File: src/design/tkl_pkg.sv
// Shared types and constants for the top-k largest tracker.
package tkl_pkg;

   // Number of sorted cells in the row
   localparam int CAPACITY = 16;
   // Width of a count that can hold 0..CAPACITY
   localparam int CNT_W    = $clog2(CAPACITY + 1);
   // Width of an index into the cell row
   localparam int IDX_W    = (CAPACITY > 1) ? $clog2(CAPACITY) : 1;

   // Request queue between front and back
   localparam int QUEUE_DEPTH = 4;
   localparam int QPTR_W      = $clog2(QUEUE_DEPTH);
   localparam int QCNT_W      = $clog2(QUEUE_DEPTH + 1);

   // Fixed field widths
   localparam int KEEP_W = 5;
   localparam int RANK_W = 4;
   localparam int TAG_W  = 32;
   localparam int SIZE_W = 64;

   // Reset value of keep_count
   localparam logic [KEEP_W-1:0] KEEP_RESET = KEEP_W'(16);

   // Request command codes
   localparam logic CMD_INSERT = 1'b0;
   localparam logic CMD_DUMP   = 1'b1;

   // Request as seen on the input ports
   typedef struct packed {
      logic              cmd;
      logic [TAG_W-1:0]  entry_tag;
      logic [SIZE_W-1:0] entry_size;
   } req_type;

   // Result as seen on the output ports
   typedef struct packed {
      logic              valid_res;
      logic [RANK_W-1:0] rank;
      logic [TAG_W-1:0]  held_tag;
      logic [SIZE_W-1:0] held_size;
      logic              last;
   } rsp_type;

   // Classified request held in the queue
   typedef struct packed {
      logic              is_dump;
      logic [TAG_W-1:0]  tag;
      logic [SIZE_W-1:0] size;
   } op_type;

   // Queue head offered to the back part
   typedef struct packed {
      logic   valid;
      op_type op;
   } qhead_type;

endpackage

File: src/design/top_k_largest_tracker.sv
// Top level of the top-k largest tracker: queue ports, keep_count register and the two parts.
//
// Holds the largest (size, tag) pairs seen, up to keep_count of them, sorted by
// size with a new pair placed after held pairs of equal size. Both sides behave
// as queues: push a request while full is low, pop a result while empty is low.
// An insert enters the compare-and-shift cell row as it leaves the queue, so inserts go
// through at one per cycle while no dump is in progress and give no result. A dump holds
// the back part until it has emitted one result per held pair (one blank result if none
// are held), at one per cycle while results are popped, through the single result
// register; requests behind it wait in a four-deep request queue. Write keep_count only
// while the block is idle; a lowered value trims the table at the next insert.
module top_k_largest_tracker (
   input  logic                        clock,
   input  logic                        reset,
   input  logic                        req_push,
   output logic                        req_full,
   input  tkl_pkg::req_type            req_data,
   output logic                        rsp_empty,
   input  logic                        rsp_pop,
   output tkl_pkg::rsp_type            rsp_data,
   input  logic                        csr_we,
   input  logic [tkl_pkg::KEEP_W-1:0]  csr_wdata
);

   logic [tkl_pkg::KEEP_W-1:0]  keep_count_ff;
   tkl_pkg::qhead_type          head;
   logic                        head_pop;

   // keep_count register
   always_ff @(posedge clock) begin
      if (reset) begin
         keep_count_ff <= tkl_pkg::KEEP_RESET;
      end else if (csr_we) begin
         keep_count_ff <= csr_wdata;
      end
   end

   tkl_front u_front (
      .clock    (clock),
      .reset    (reset),
      .req_push (req_push),
      .req_full (req_full),
      .req_data (req_data),
      .head     (head),
      .head_pop (head_pop)
   );

   tkl_back u_back (
      .clock      (clock),
      .reset      (reset),
      .keep_count (keep_count_ff),
      .head       (head),
      .head_pop   (head_pop),
      .rsp_empty  (rsp_empty),
      .rsp_pop    (rsp_pop),
      .rsp_data   (rsp_data)
   );

endmodule

File: src/design/tkl_front.sv
// Front part: accepts requests, classifies them and queues them for the back part.
module tkl_front (
   input  logic              clock,
   input  logic              reset,
   input  logic              req_push,
   output logic              req_full,
   input  tkl_pkg::req_type  req_data,
   output tkl_pkg::qhead_type head,
   input  logic              head_pop
);

   tkl_pkg::op_type                  queue_ff [tkl_pkg::QUEUE_DEPTH];
   logic [tkl_pkg::QPTR_W-1:0]       wr_ptr_ff, wr_ptr_in;
   logic [tkl_pkg::QPTR_W-1:0]       rd_ptr_ff, rd_ptr_in;
   logic [tkl_pkg::QCNT_W-1:0]       count_ff, count_in;
   tkl_pkg::op_type                  op_new;
   logic                             do_push;
   logic                             do_pop;

   // Classify the incoming request
   always_comb begin
      op_new.is_dump = (req_data.cmd == tkl_pkg::CMD_DUMP);
      op_new.tag     = req_data.entry_tag;
      op_new.size    = req_data.entry_size;
   end

   assign req_full = (count_ff == tkl_pkg::QCNT_W'(tkl_pkg::QUEUE_DEPTH));
   assign do_push  = req_push && !req_full;
   assign do_pop   = head_pop && (count_ff != '0);

   assign head.valid = (count_ff != '0);
   assign head.op    = queue_ff[rd_ptr_ff];

   // Pointer and fill count update
   always_comb begin
      wr_ptr_in = wr_ptr_ff;
      rd_ptr_in = rd_ptr_ff;
      count_in  = count_ff;
      if (do_push) begin
         wr_ptr_in = (wr_ptr_ff == tkl_pkg::QPTR_W'(tkl_pkg::QUEUE_DEPTH - 1)) ?
                     '0 : wr_ptr_ff + 1'b1;
      end
      if (do_pop) begin
         rd_ptr_in = (rd_ptr_ff == tkl_pkg::QPTR_W'(tkl_pkg::QUEUE_DEPTH - 1)) ?
                     '0 : rd_ptr_ff + 1'b1;
      end
      if (do_push && !do_pop) begin
         count_in = count_ff + 1'b1;
      end else if (!do_push && do_pop) begin
         count_in = count_ff - 1'b1;
      end
   end

   always_ff @(posedge clock) begin
      if (reset) begin
         wr_ptr_ff <= '0;
         rd_ptr_ff <= '0;
         count_ff  <= '0;
      end else begin
         wr_ptr_ff <= wr_ptr_in;
         rd_ptr_ff <= rd_ptr_in;
         count_ff  <= count_in;
      end
   end

   // Queue storage
   always_ff @(posedge clock) begin
      if (do_push) begin
         queue_ff[wr_ptr_ff] <= op_new;
      end
   end

endmodule

File: src/design/tkl_back.sv
// Back part: sorted compare-and-shift cell row, dump sequencer and result register.
module tkl_back (
   input  logic                        clock,
   input  logic                        reset,
   input  logic [tkl_pkg::KEEP_W-1:0]  keep_count,
   input  tkl_pkg::qhead_type          head,
   output logic                        head_pop,
   output logic                        rsp_empty,
   input  logic                        rsp_pop,
   output tkl_pkg::rsp_type            rsp_data
);

   typedef enum logic {
      ST_RUN,
      ST_DUMP
   } state_type;

   state_type                     state_ff, state_in;
   logic [tkl_pkg::CNT_W-1:0]     idx_ff, idx_in;
   logic [tkl_pkg::CNT_W-1:0]     held_ff, held_in;
   logic                          rsp_valid_ff, rsp_valid_in;
   tkl_pkg::rsp_type              rsp_ff, rsp_in;

   logic [tkl_pkg::SIZE_W-1:0]    size_ff [tkl_pkg::CAPACITY];
   logic [tkl_pkg::TAG_W-1:0]     tag_ff  [tkl_pkg::CAPACITY];

   logic                          out_free;
   logic                          take;
   logic                          do_ins;
   logic [tkl_pkg::CNT_W-1:0]     keep_eff;
   logic [tkl_pkg::CNT_W-1:0]     keep_m1;
   logic [tkl_pkg::CNT_W-1:0]     live;
   logic [tkl_pkg::CAPACITY-1:0]  ge;
   logic                          ins_ok;
   logic [tkl_pkg::CNT_W-1:0]     rd_idx;
   logic                          rd_last;

   // Clamp keep_count to 1..CAPACITY
   always_comb begin
      if (keep_count == '0) begin
         keep_eff = tkl_pkg::CNT_W'(1);
      end else if (32'(keep_count) > tkl_pkg::CAPACITY) begin
         keep_eff = tkl_pkg::CNT_W'(tkl_pkg::CAPACITY);
      end else begin
         keep_eff = tkl_pkg::CNT_W'(keep_count);
      end
      keep_m1 = keep_eff - 1'b1;
      live    = (held_ff < keep_eff) ? held_ff : keep_eff;
   end

   // Each live cell compares its size against the new one; ge is a prefix mask
   always_comb begin
      for (int i = 0; i < tkl_pkg::CAPACITY; i++) begin
         ge[i] = (tkl_pkg::CNT_W'(i) < live) && (size_ff[i] >= head.op.size);
      end
      ins_ok = !ge[keep_m1[tkl_pkg::IDX_W-1:0]];
   end

   // Handshake with the queue and the result register
   assign out_free = !rsp_valid_ff || rsp_pop;
   assign take     = head.valid && (state_ff == ST_RUN) && (!head.op.is_dump || out_free);
   assign do_ins   = take && !head.op.is_dump;
   assign head_pop = take;

   // Dump read side
   assign rd_idx  = (state_ff == ST_DUMP) ? idx_ff : '0;
   assign rd_last = (rd_idx == held_ff - 1'b1);

   // Sequencer next state and result register
   always_comb begin
      state_in     = state_ff;
      idx_in       = idx_ff;
      held_in      = held_ff;
      rsp_valid_in = rsp_valid_ff && !rsp_pop;
      rsp_in       = rsp_ff;
      if (do_ins) begin
         held_in = (ins_ok && (live < keep_eff)) ? live + 1'b1 : live;
      end
      if ((take && head.op.is_dump) || ((state_ff == ST_DUMP) && out_free)) begin
         rsp_valid_in = 1'b1;
         if (held_ff == '0) begin
            // empty table: one blank result
            rsp_in.valid_res = 1'b0;
            rsp_in.rank      = '0;
            rsp_in.held_tag  = '0;
            rsp_in.held_size = '0;
            rsp_in.last      = 1'b1;
         end else begin
            rsp_in.valid_res = 1'b1;
            rsp_in.rank      = tkl_pkg::RANK_W'(rd_idx);
            rsp_in.held_tag  = tag_ff[rd_idx[tkl_pkg::IDX_W-1:0]];
            rsp_in.held_size = size_ff[rd_idx[tkl_pkg::IDX_W-1:0]];
            rsp_in.last      = rd_last;
            if (rd_last) begin
               state_in = ST_RUN;
            end else begin
               state_in = ST_DUMP;
               idx_in   = rd_idx + 1'b1;
            end
         end
      end
   end

   always_ff @(posedge clock) begin
      if (reset) begin
         state_ff     <= ST_RUN;
         idx_ff       <= '0;
         held_ff      <= '0;
         rsp_valid_ff <= 1'b0;
      end else begin
         state_ff     <= state_in;
         idx_ff       <= idx_in;
         held_ff      <= held_in;
         rsp_valid_ff <= rsp_valid_in;
      end
      rsp_ff <= rsp_in;
   end

   // Cell row: hold, take the new pair, or shift down from the cell above
   always_ff @(posedge clock) begin
      for (int i = 0; i < tkl_pkg::CAPACITY; i++) begin
         if (do_ins && ins_ok && (tkl_pkg::CNT_W'(i) < keep_eff) && !ge[i]) begin
            if (i == 0) begin
               size_ff[i] <= head.op.size;
               tag_ff[i]  <= head.op.tag;
            end else if (ge[(i == 0) ? 0 : i - 1]) begin
               size_ff[i] <= head.op.size;
               tag_ff[i]  <= head.op.tag;
            end else begin
               size_ff[i] <= size_ff[(i == 0) ? 0 : i - 1];
               tag_ff[i]  <= tag_ff[(i == 0) ? 0 : i - 1];
            end
         end
      end
   end

   assign rsp_empty = !rsp_valid_ff;
   assign rsp_data  = rsp_ff;

endmodule
File: config.mk
export PLATFORM = sky130hd
export DESIGN_NAME = top_k_largest_tracker
export DESIGN_NICKNAME = d
export VERILOG_FILES = /design/src/design/tkl_pkg.sv /design/src/design/top_k_largest_tracker.sv /design/src/design/tkl_front.sv /design/src/design/tkl_back.sv
export SDC_FILE = /design/constraint.sdc
export NUM_CORES = 2
export LEC_CHECK = 0
export BUFFER_PORTS_ARGS = -buffer_cell sky130_fd_sc_hd__buf_4
export CORE_ASPECT_RATIO = 0.5
export CORE_UTILIZATION = 25
export CTS_CLUSTER_DIAMETER = 80
export DETAILED_ROUTE_END_ITERATION = 6
export REMOVE_ABC_BUFFERS = 1
export SYNTH_ARGS = -nofsm -noshare
export SYNTH_HDL_FRONTEND = slang
export SYNTH_SLANG_ARGS = --single-unit
File: constraint.sdc
create_clock -name clock -period 41.3 [get_ports clock]
set_clock_uncertainty 0.15 [all_clocks]
set_input_delay 2.065 -clock clock [delete_from_list [all_inputs] [get_ports clock]]
set_output_delay 2.065 -clock clock [all_outputs]
set_load 0.05 [all_outputs]
======== Word level (Yosys, flattened, before mapping) ========
Memory sizes are Yosys's and may differ from the RTL's. A register that Yosys moved wholly into a read port is not among the register bits.
Cells that the tools add are included.
operators by class
  add/sub/neg operators ................... 8
  magnitude comparators ................... 52
  eq/ne operators ......................... 4
  muxes and demuxes ....................... 140
  bitwise gates (word level) .............. 33
  reductions and logical operators ........ 92
operators by type and width
  kind                 count
  $ge 64x64->1         16
  $mux 64              15
  $mux 32              15
  $mux 102             1
  $mux 1               97
  $lt 4x5->1 const A   16
  $logic_and 1x1->1    60
  $lt 3x5->1 const A   8
  $or 1x1->1           30
  $mux 5               5
  $logic_not 1->1      23
  $lt 1x5->1 const A   4
  $lt 2x5->1 const A   4
  $add 5x1->5 const B  2
  $logic_not 5->1      2
  $lt 5x5->1           2
  $mux 2               4
  $mux 3               2
  $eq 5x5->1           1
  $gt 5x5->1 const B   1
  $lt 4x5->1 const B   1
  $sub 5x1->5 const B  1
  $add 2x1->2 const B  2
  $bmux 1 s4           1
  other kinds (11)     16
storage, ports and cells
  register bits ........................... 126
  memory bits (writable) .................. 1,924
  input bits .............................. 107
  word-level logic and storage cells ...... 345
  memories ................................ 3
memory list
  name              words  width  rd ports  clocked after memory_dff  write ports  RTL line         RTL
  u_back.size_ff    16     64     17        0                         16           tkl_back.sv:24   logic [tkl_pkg::SIZE_W-1:0] size_ff [tkl_pkg::CAPACITY];
  u_back.tag_ff     16     32     16        0                         16           tkl_back.sv:25   logic [tkl_pkg::TAG_W-1:0] tag_ff [tkl_pkg::CAPACITY];
  u_front.queue_ff  4      97     1         1                         1            tkl_front.sv:12  tkl_pkg::op_type queue_ff [tkl_pkg::QUEUE_DEPTH];

======== Depth between registers and ports, before layout ========
  depth in word-level cells ............... 16
  depth in mapped cells ................... 22
  depth with buffers taken out ............ 18

======== Cells and area by module ========
From an unflattened synthesis, not the netlist that was laid out.
second synthesis, totals
  cells, all modules ...................... 8,889
  area, all modules ....................... 119,304.4 sq um
by module, submodules not included
  module                 times used  cells each  area each (sq um)  seq. area each (sq um)
  tkl_back               1           8,316       104,667.9          49,427.4
  tkl_front              1           557         14,452.6           11,831.3
  top_k_largest_tracker  1           16          183.9              100.1

======== Least setup slack after synthesis ========
OpenSTA, ideal clock, no wires.
  kind .................................... reg-to-reg
  start point ............................. register with a tool-made name
  end point ............................... memory u_back.size_ff[4][0] in the netlist's numbering (enable)
  library setup time ...................... 0.689 ns
  arrival time ............................ 12.191 ns
  path slack .............................. 28.270 ns
  stages on the path, launching flop included .. 20
  buffers on the path ..................... 5
  clock period less this slack ............ 13.030 ns
  cell sequence ........................... dfxtp_1 clkbuf_1 clkbuf_1 buf_1 mux4_2 clkbuf_1 inv_1 ha_1 nand4_1 inv_1 a221oi_2 nor3_1 a2111oi_0 or3b_1 o22ai_2 o211ai_1 nand3_1 clkbuf_1 nand3_1 nor3b_1
RTL lines
  element    RTL line
  to (decl)  tkl_back.sv:24

==> run_results.csv <==
group,metric,value,unit
clock_network,cts_sinks,2052,
synthesis,synth_seq_cells,2052,
synthesis,synth_cells,9300,
global_route,grt_pass1_wl,614000,um
final_layout,final_cell_mix,"2026 x edfxtp_1, 1495 x mux2_2, 1042 x ha_1, 934 x a21oi_1, 552 x o21ai_0",
pwr,p_leak,0.0473,uW
sta,rsz0062_at_grt,"no",
critical_path,worstRegToRegCells,18,
synthesis,syn_area,121000,um^2
pwr,clockPowerShare,0.166,
floorplanning,num_io_pins,211,
worst_hold_path,holdCritStartpoint,"u_front.count_ff[2]",
final_layout,drive_gt1_frac,0.254,
sta,tightest_slew,1400,ps
route,drc,0,
synthesis,synth_top_area_frac,0.504,
floorplanning,dieArea,486000,um^2
floorplanning,num_rows,179,
placement,hpwl,284000,um
pwr,power_density,92.3,nW/um^2
clock_network,post_cts_buffers,0,
floorplanning,dieHeight,493,um
worst_hold_path,min_to,"u_front.count_ff[2]",
clock_network,cts.reportedPaths.clkPinSlew,60,ps
critical_path,crit_path_top_delay_cell,"nor2_4",
route,dr.max_layer_used,"met5",
sta,slew_headroom,0.0563,
sta,setup_viol,0,
route,postRouteAntennaNets,0,
pwr,intPower,7160,uW
route,drtIter0Drc,8924,
pwr,ir_worst_vdd,0.0942,mV
critical_path,path_buf_inv,6,
clock_network,h-tree-depth,4,
clock_network,cts_tree,"built",
run,max_cap_violations,0,
critical_path,reg2reg_slack,30260,ps
floorplanning,start_util,0.252,
critical_path,cp_common_cell,"buf_4",
synthesis,syn_avg_cell_area,13.0,um^2
pwr,swShare,0.433,
global_route,antenna_found_initial,17,
clock_network,cts_buffers,235,
route,wire_per_inst,27.3,um
placement,gp_congestion,0.929,
clock_network,cts_resized,0,
sta,fin_crit,11040,ps
route,drt-pass1-iter-count,6,
sta,hold_viol_final,0,
sta,drv_slew,0,
synthesis,ys.flop_type,"edfxtp_1",
critical_path,cp_max_fo,38,
clock_network,ctsHoldBuffers,0,
global_route,overflow,0,
global_route,first_global_vias,82700,
synthesis,synth_cell_types,87,
worst_hold_path,min_path_cells,2,
critical_path,worstPathRequired,41690,ps
route,wl,435000,um
sta,period_share,0.267,
clock_network,clock_path_buffers,4,
route,met2WireLength,200000,um
final_layout,area_delta_synth_final,13.4,%
clock_network,clk_latency,940,ps
critical_path,crit_path_end_kind,"register",
critical_path,reg2reg_to,"u_back.tag_ff[2][1]",
critical_path,cp.arrival,11430,ps
synthesis,synth_top_area_cell,"edfxtp_1",
outcome,status,"finished, final reports clean",
critical_path,setup.worst_path.start_class,"register",
synthesis,synthArstFlopShare,0,
floorplanning,die_w,984,um
critical_path,max_stage_delay,1010,ps
route,wl_met1,179000,um
sta,tns,0,ps
final_layout,fin_nets,10500,
route,route.met3.wl,32700,um
placement,post-place-cells,15500,
sta,clock.fmax,90.6,MHz
placement,io_buffers,210,
synthesis,synth-edff-count,2026,
pwr,comb_power_share,0.513,
pwr,seqPwrFrac,0.321,
route,vias,84700,
synthesis,synthTopCellsByArea,"edfxtp_1 50%, mux2_2 14%, ha_1 11%, a21oi_1 3.9%, o21ai_0 2.3%",
final_layout,final_cells,16000,
pwr,p_total,12600,uW
floorplanning,core,478000,um^2
critical_path,path_cells,"buf_4 -> buf_4 -> mux4_2 -> inv_1 -> ha_1 -> and4_1 -> a221oi_1 -> nor4_2 -> a2111oi_2 -> a31oi_1 -> o21ai_0 -> a221oi_1 -> nand3_1 -> buf_4 -> nand3_1 -> nor2_4 -> buf_4 -> buf_4",
critical_path,crit_type,"reg -> reg",
final_layout,layout_commonest_cell,"edfxtp_1",
clock_network,cts-root-buf,"clkbuf_16",
pwr,switching_power,5470,uW
global_route,grt_start_max_net_pins,161,
synthesis,ys_warn_count,0,
global_route,grt.total_usage,0.171,
route,viasPerCell,5.31,
synthesis,yosysSeqAreaShare,0.509,
critical_path,critPathTopFamily,"buffers and inverters",
worst_hold_path,hp-class,"reg -> reg",
==> Yosys cell counts, types with 167 or more instances <==
cell type / n
nor2b_1: 203
clkbuf_1: 372
ha_1: 1042
mux2_1: 191
a21oi_1: 934
edfxtp_1: 2026
nand4_1: 167
mux2_2: 1495
nand2_1: 366
mux2i_1: 203
o21ai_0: 556
nand3_1: 202
nor2_1: 167
==> stage by stage <==
stage | util | worst slack (ps) | area (um^2) | hold slack [ps]
6_report | 0.286 | 30260 | 137000 | 355
2_1_floorplan | - | 19670 | 118000 | 311
3_5_place_dp | 0.271 | 30400 | 129000 | 350
3_3_place_gp | 0.271 | 29310 | 129000 | 327
4_1_cts | 0.286 | 30360 | 137000 | 359
5_1_grt | 0.286 | 30090 | 137000 | 375
==> state kept, by name, indices dropped and copies added (netlist names), 3 cells and up, named ones only <==
register,count
u_back.size_ff,1024
keep_count_ff,5
u_back.rsp_data,102
u_back.idx_ff,5
u_front.count_ff,3
u_front.queue_ff,388
u_back.held_ff,5
u_back.tag_ff,512
==> worst max path at each step <==
stage                       endpoint              from  cells past startpoint  slack (ps)
6_report         u_back.tag_ff[2][1]          register                     18       30260
5_1_grt        u_back.size_ff[2][18]          register                     18       30090
4_1_cts          u_back.tag_ff[2][0]          register                     18       30360
3_5_place_dp     u_back.tag_ff[2][0]          register                     18       30400
3_3_place_gp   u_back.size_ff[2][17]          register                     18       29310
2_1_floorplan    u_back.rsp_data[72]  u_back.idx_ff[1]                      5       19670
==> power by group through the flow <==
| stage | clock network (uW) | logic, uW | registers, uW |
|---|---|---|---|
| 6_report | 2100 | 6480 | 4050 |
| 5_1_grt | 2190 | 6920 | 4100 |
| 4_1_cts | 2120 | 6400 | 4030 |
| 3_5_place_dp | 0 | 6370 | 4070 |
| 3_3_place_gp | 0 | 6230 | 4050 |
| 2_1_floorplan | 0 | 4090 | 4230 |
==> worst reg2reg max path, delay by kind of cell (launching register included) <==
family / cells / cell delay [ps]
compound gates: 5 / 2330
fa+ha+maj: 1 / 370
buf+inv: 6 / 3930
flops: 1 / 830
mux: 1 / 690
simple gates: 5 / 2330
==> logic make-up after synthesis <==
logic type                 count (synthesis)  share of synthesized area
DFF                                     2052                      0.509
buffers and inverters                    712                     0.0255
muxes                                   2036                      0.199
and+or+nand+nor                         1325                     0.0556
adders and majority gates               1043                      0.108
xor gates and xnor gates                  13                   0.000944
AOI/OAI and AO/OA                       2119                      0.102
==> area by class of cell <==
| class | instances | area [um^2] |
|---|---|---|
| Timing Repair Buffer | 391 | 3020 |
| Antenna cell | 9 | 22.5 |
| Multi-Input combinational cell | 6536 | 56500 |
| Clock buffer | 292 | 6140 |
| Tap cell | 6425 | 8040 |
| Sequential cell | 2052 | 61400 |
| Clock inverter | 129 | 1340 |
| Inverter | 116 | 443 |
| Fill cell | 48400 | 341000 |
==> metal layers <==
layer | up-vias | global-route usage
li1 | 36700 | -
met1 | 43300 | 0.223
met5 | - | 0
met3 | 871 | 0.0282
met2 | 3848 | 0.279
met4 | 8 | 0.0808
Power figures use the tool's default switching activity.
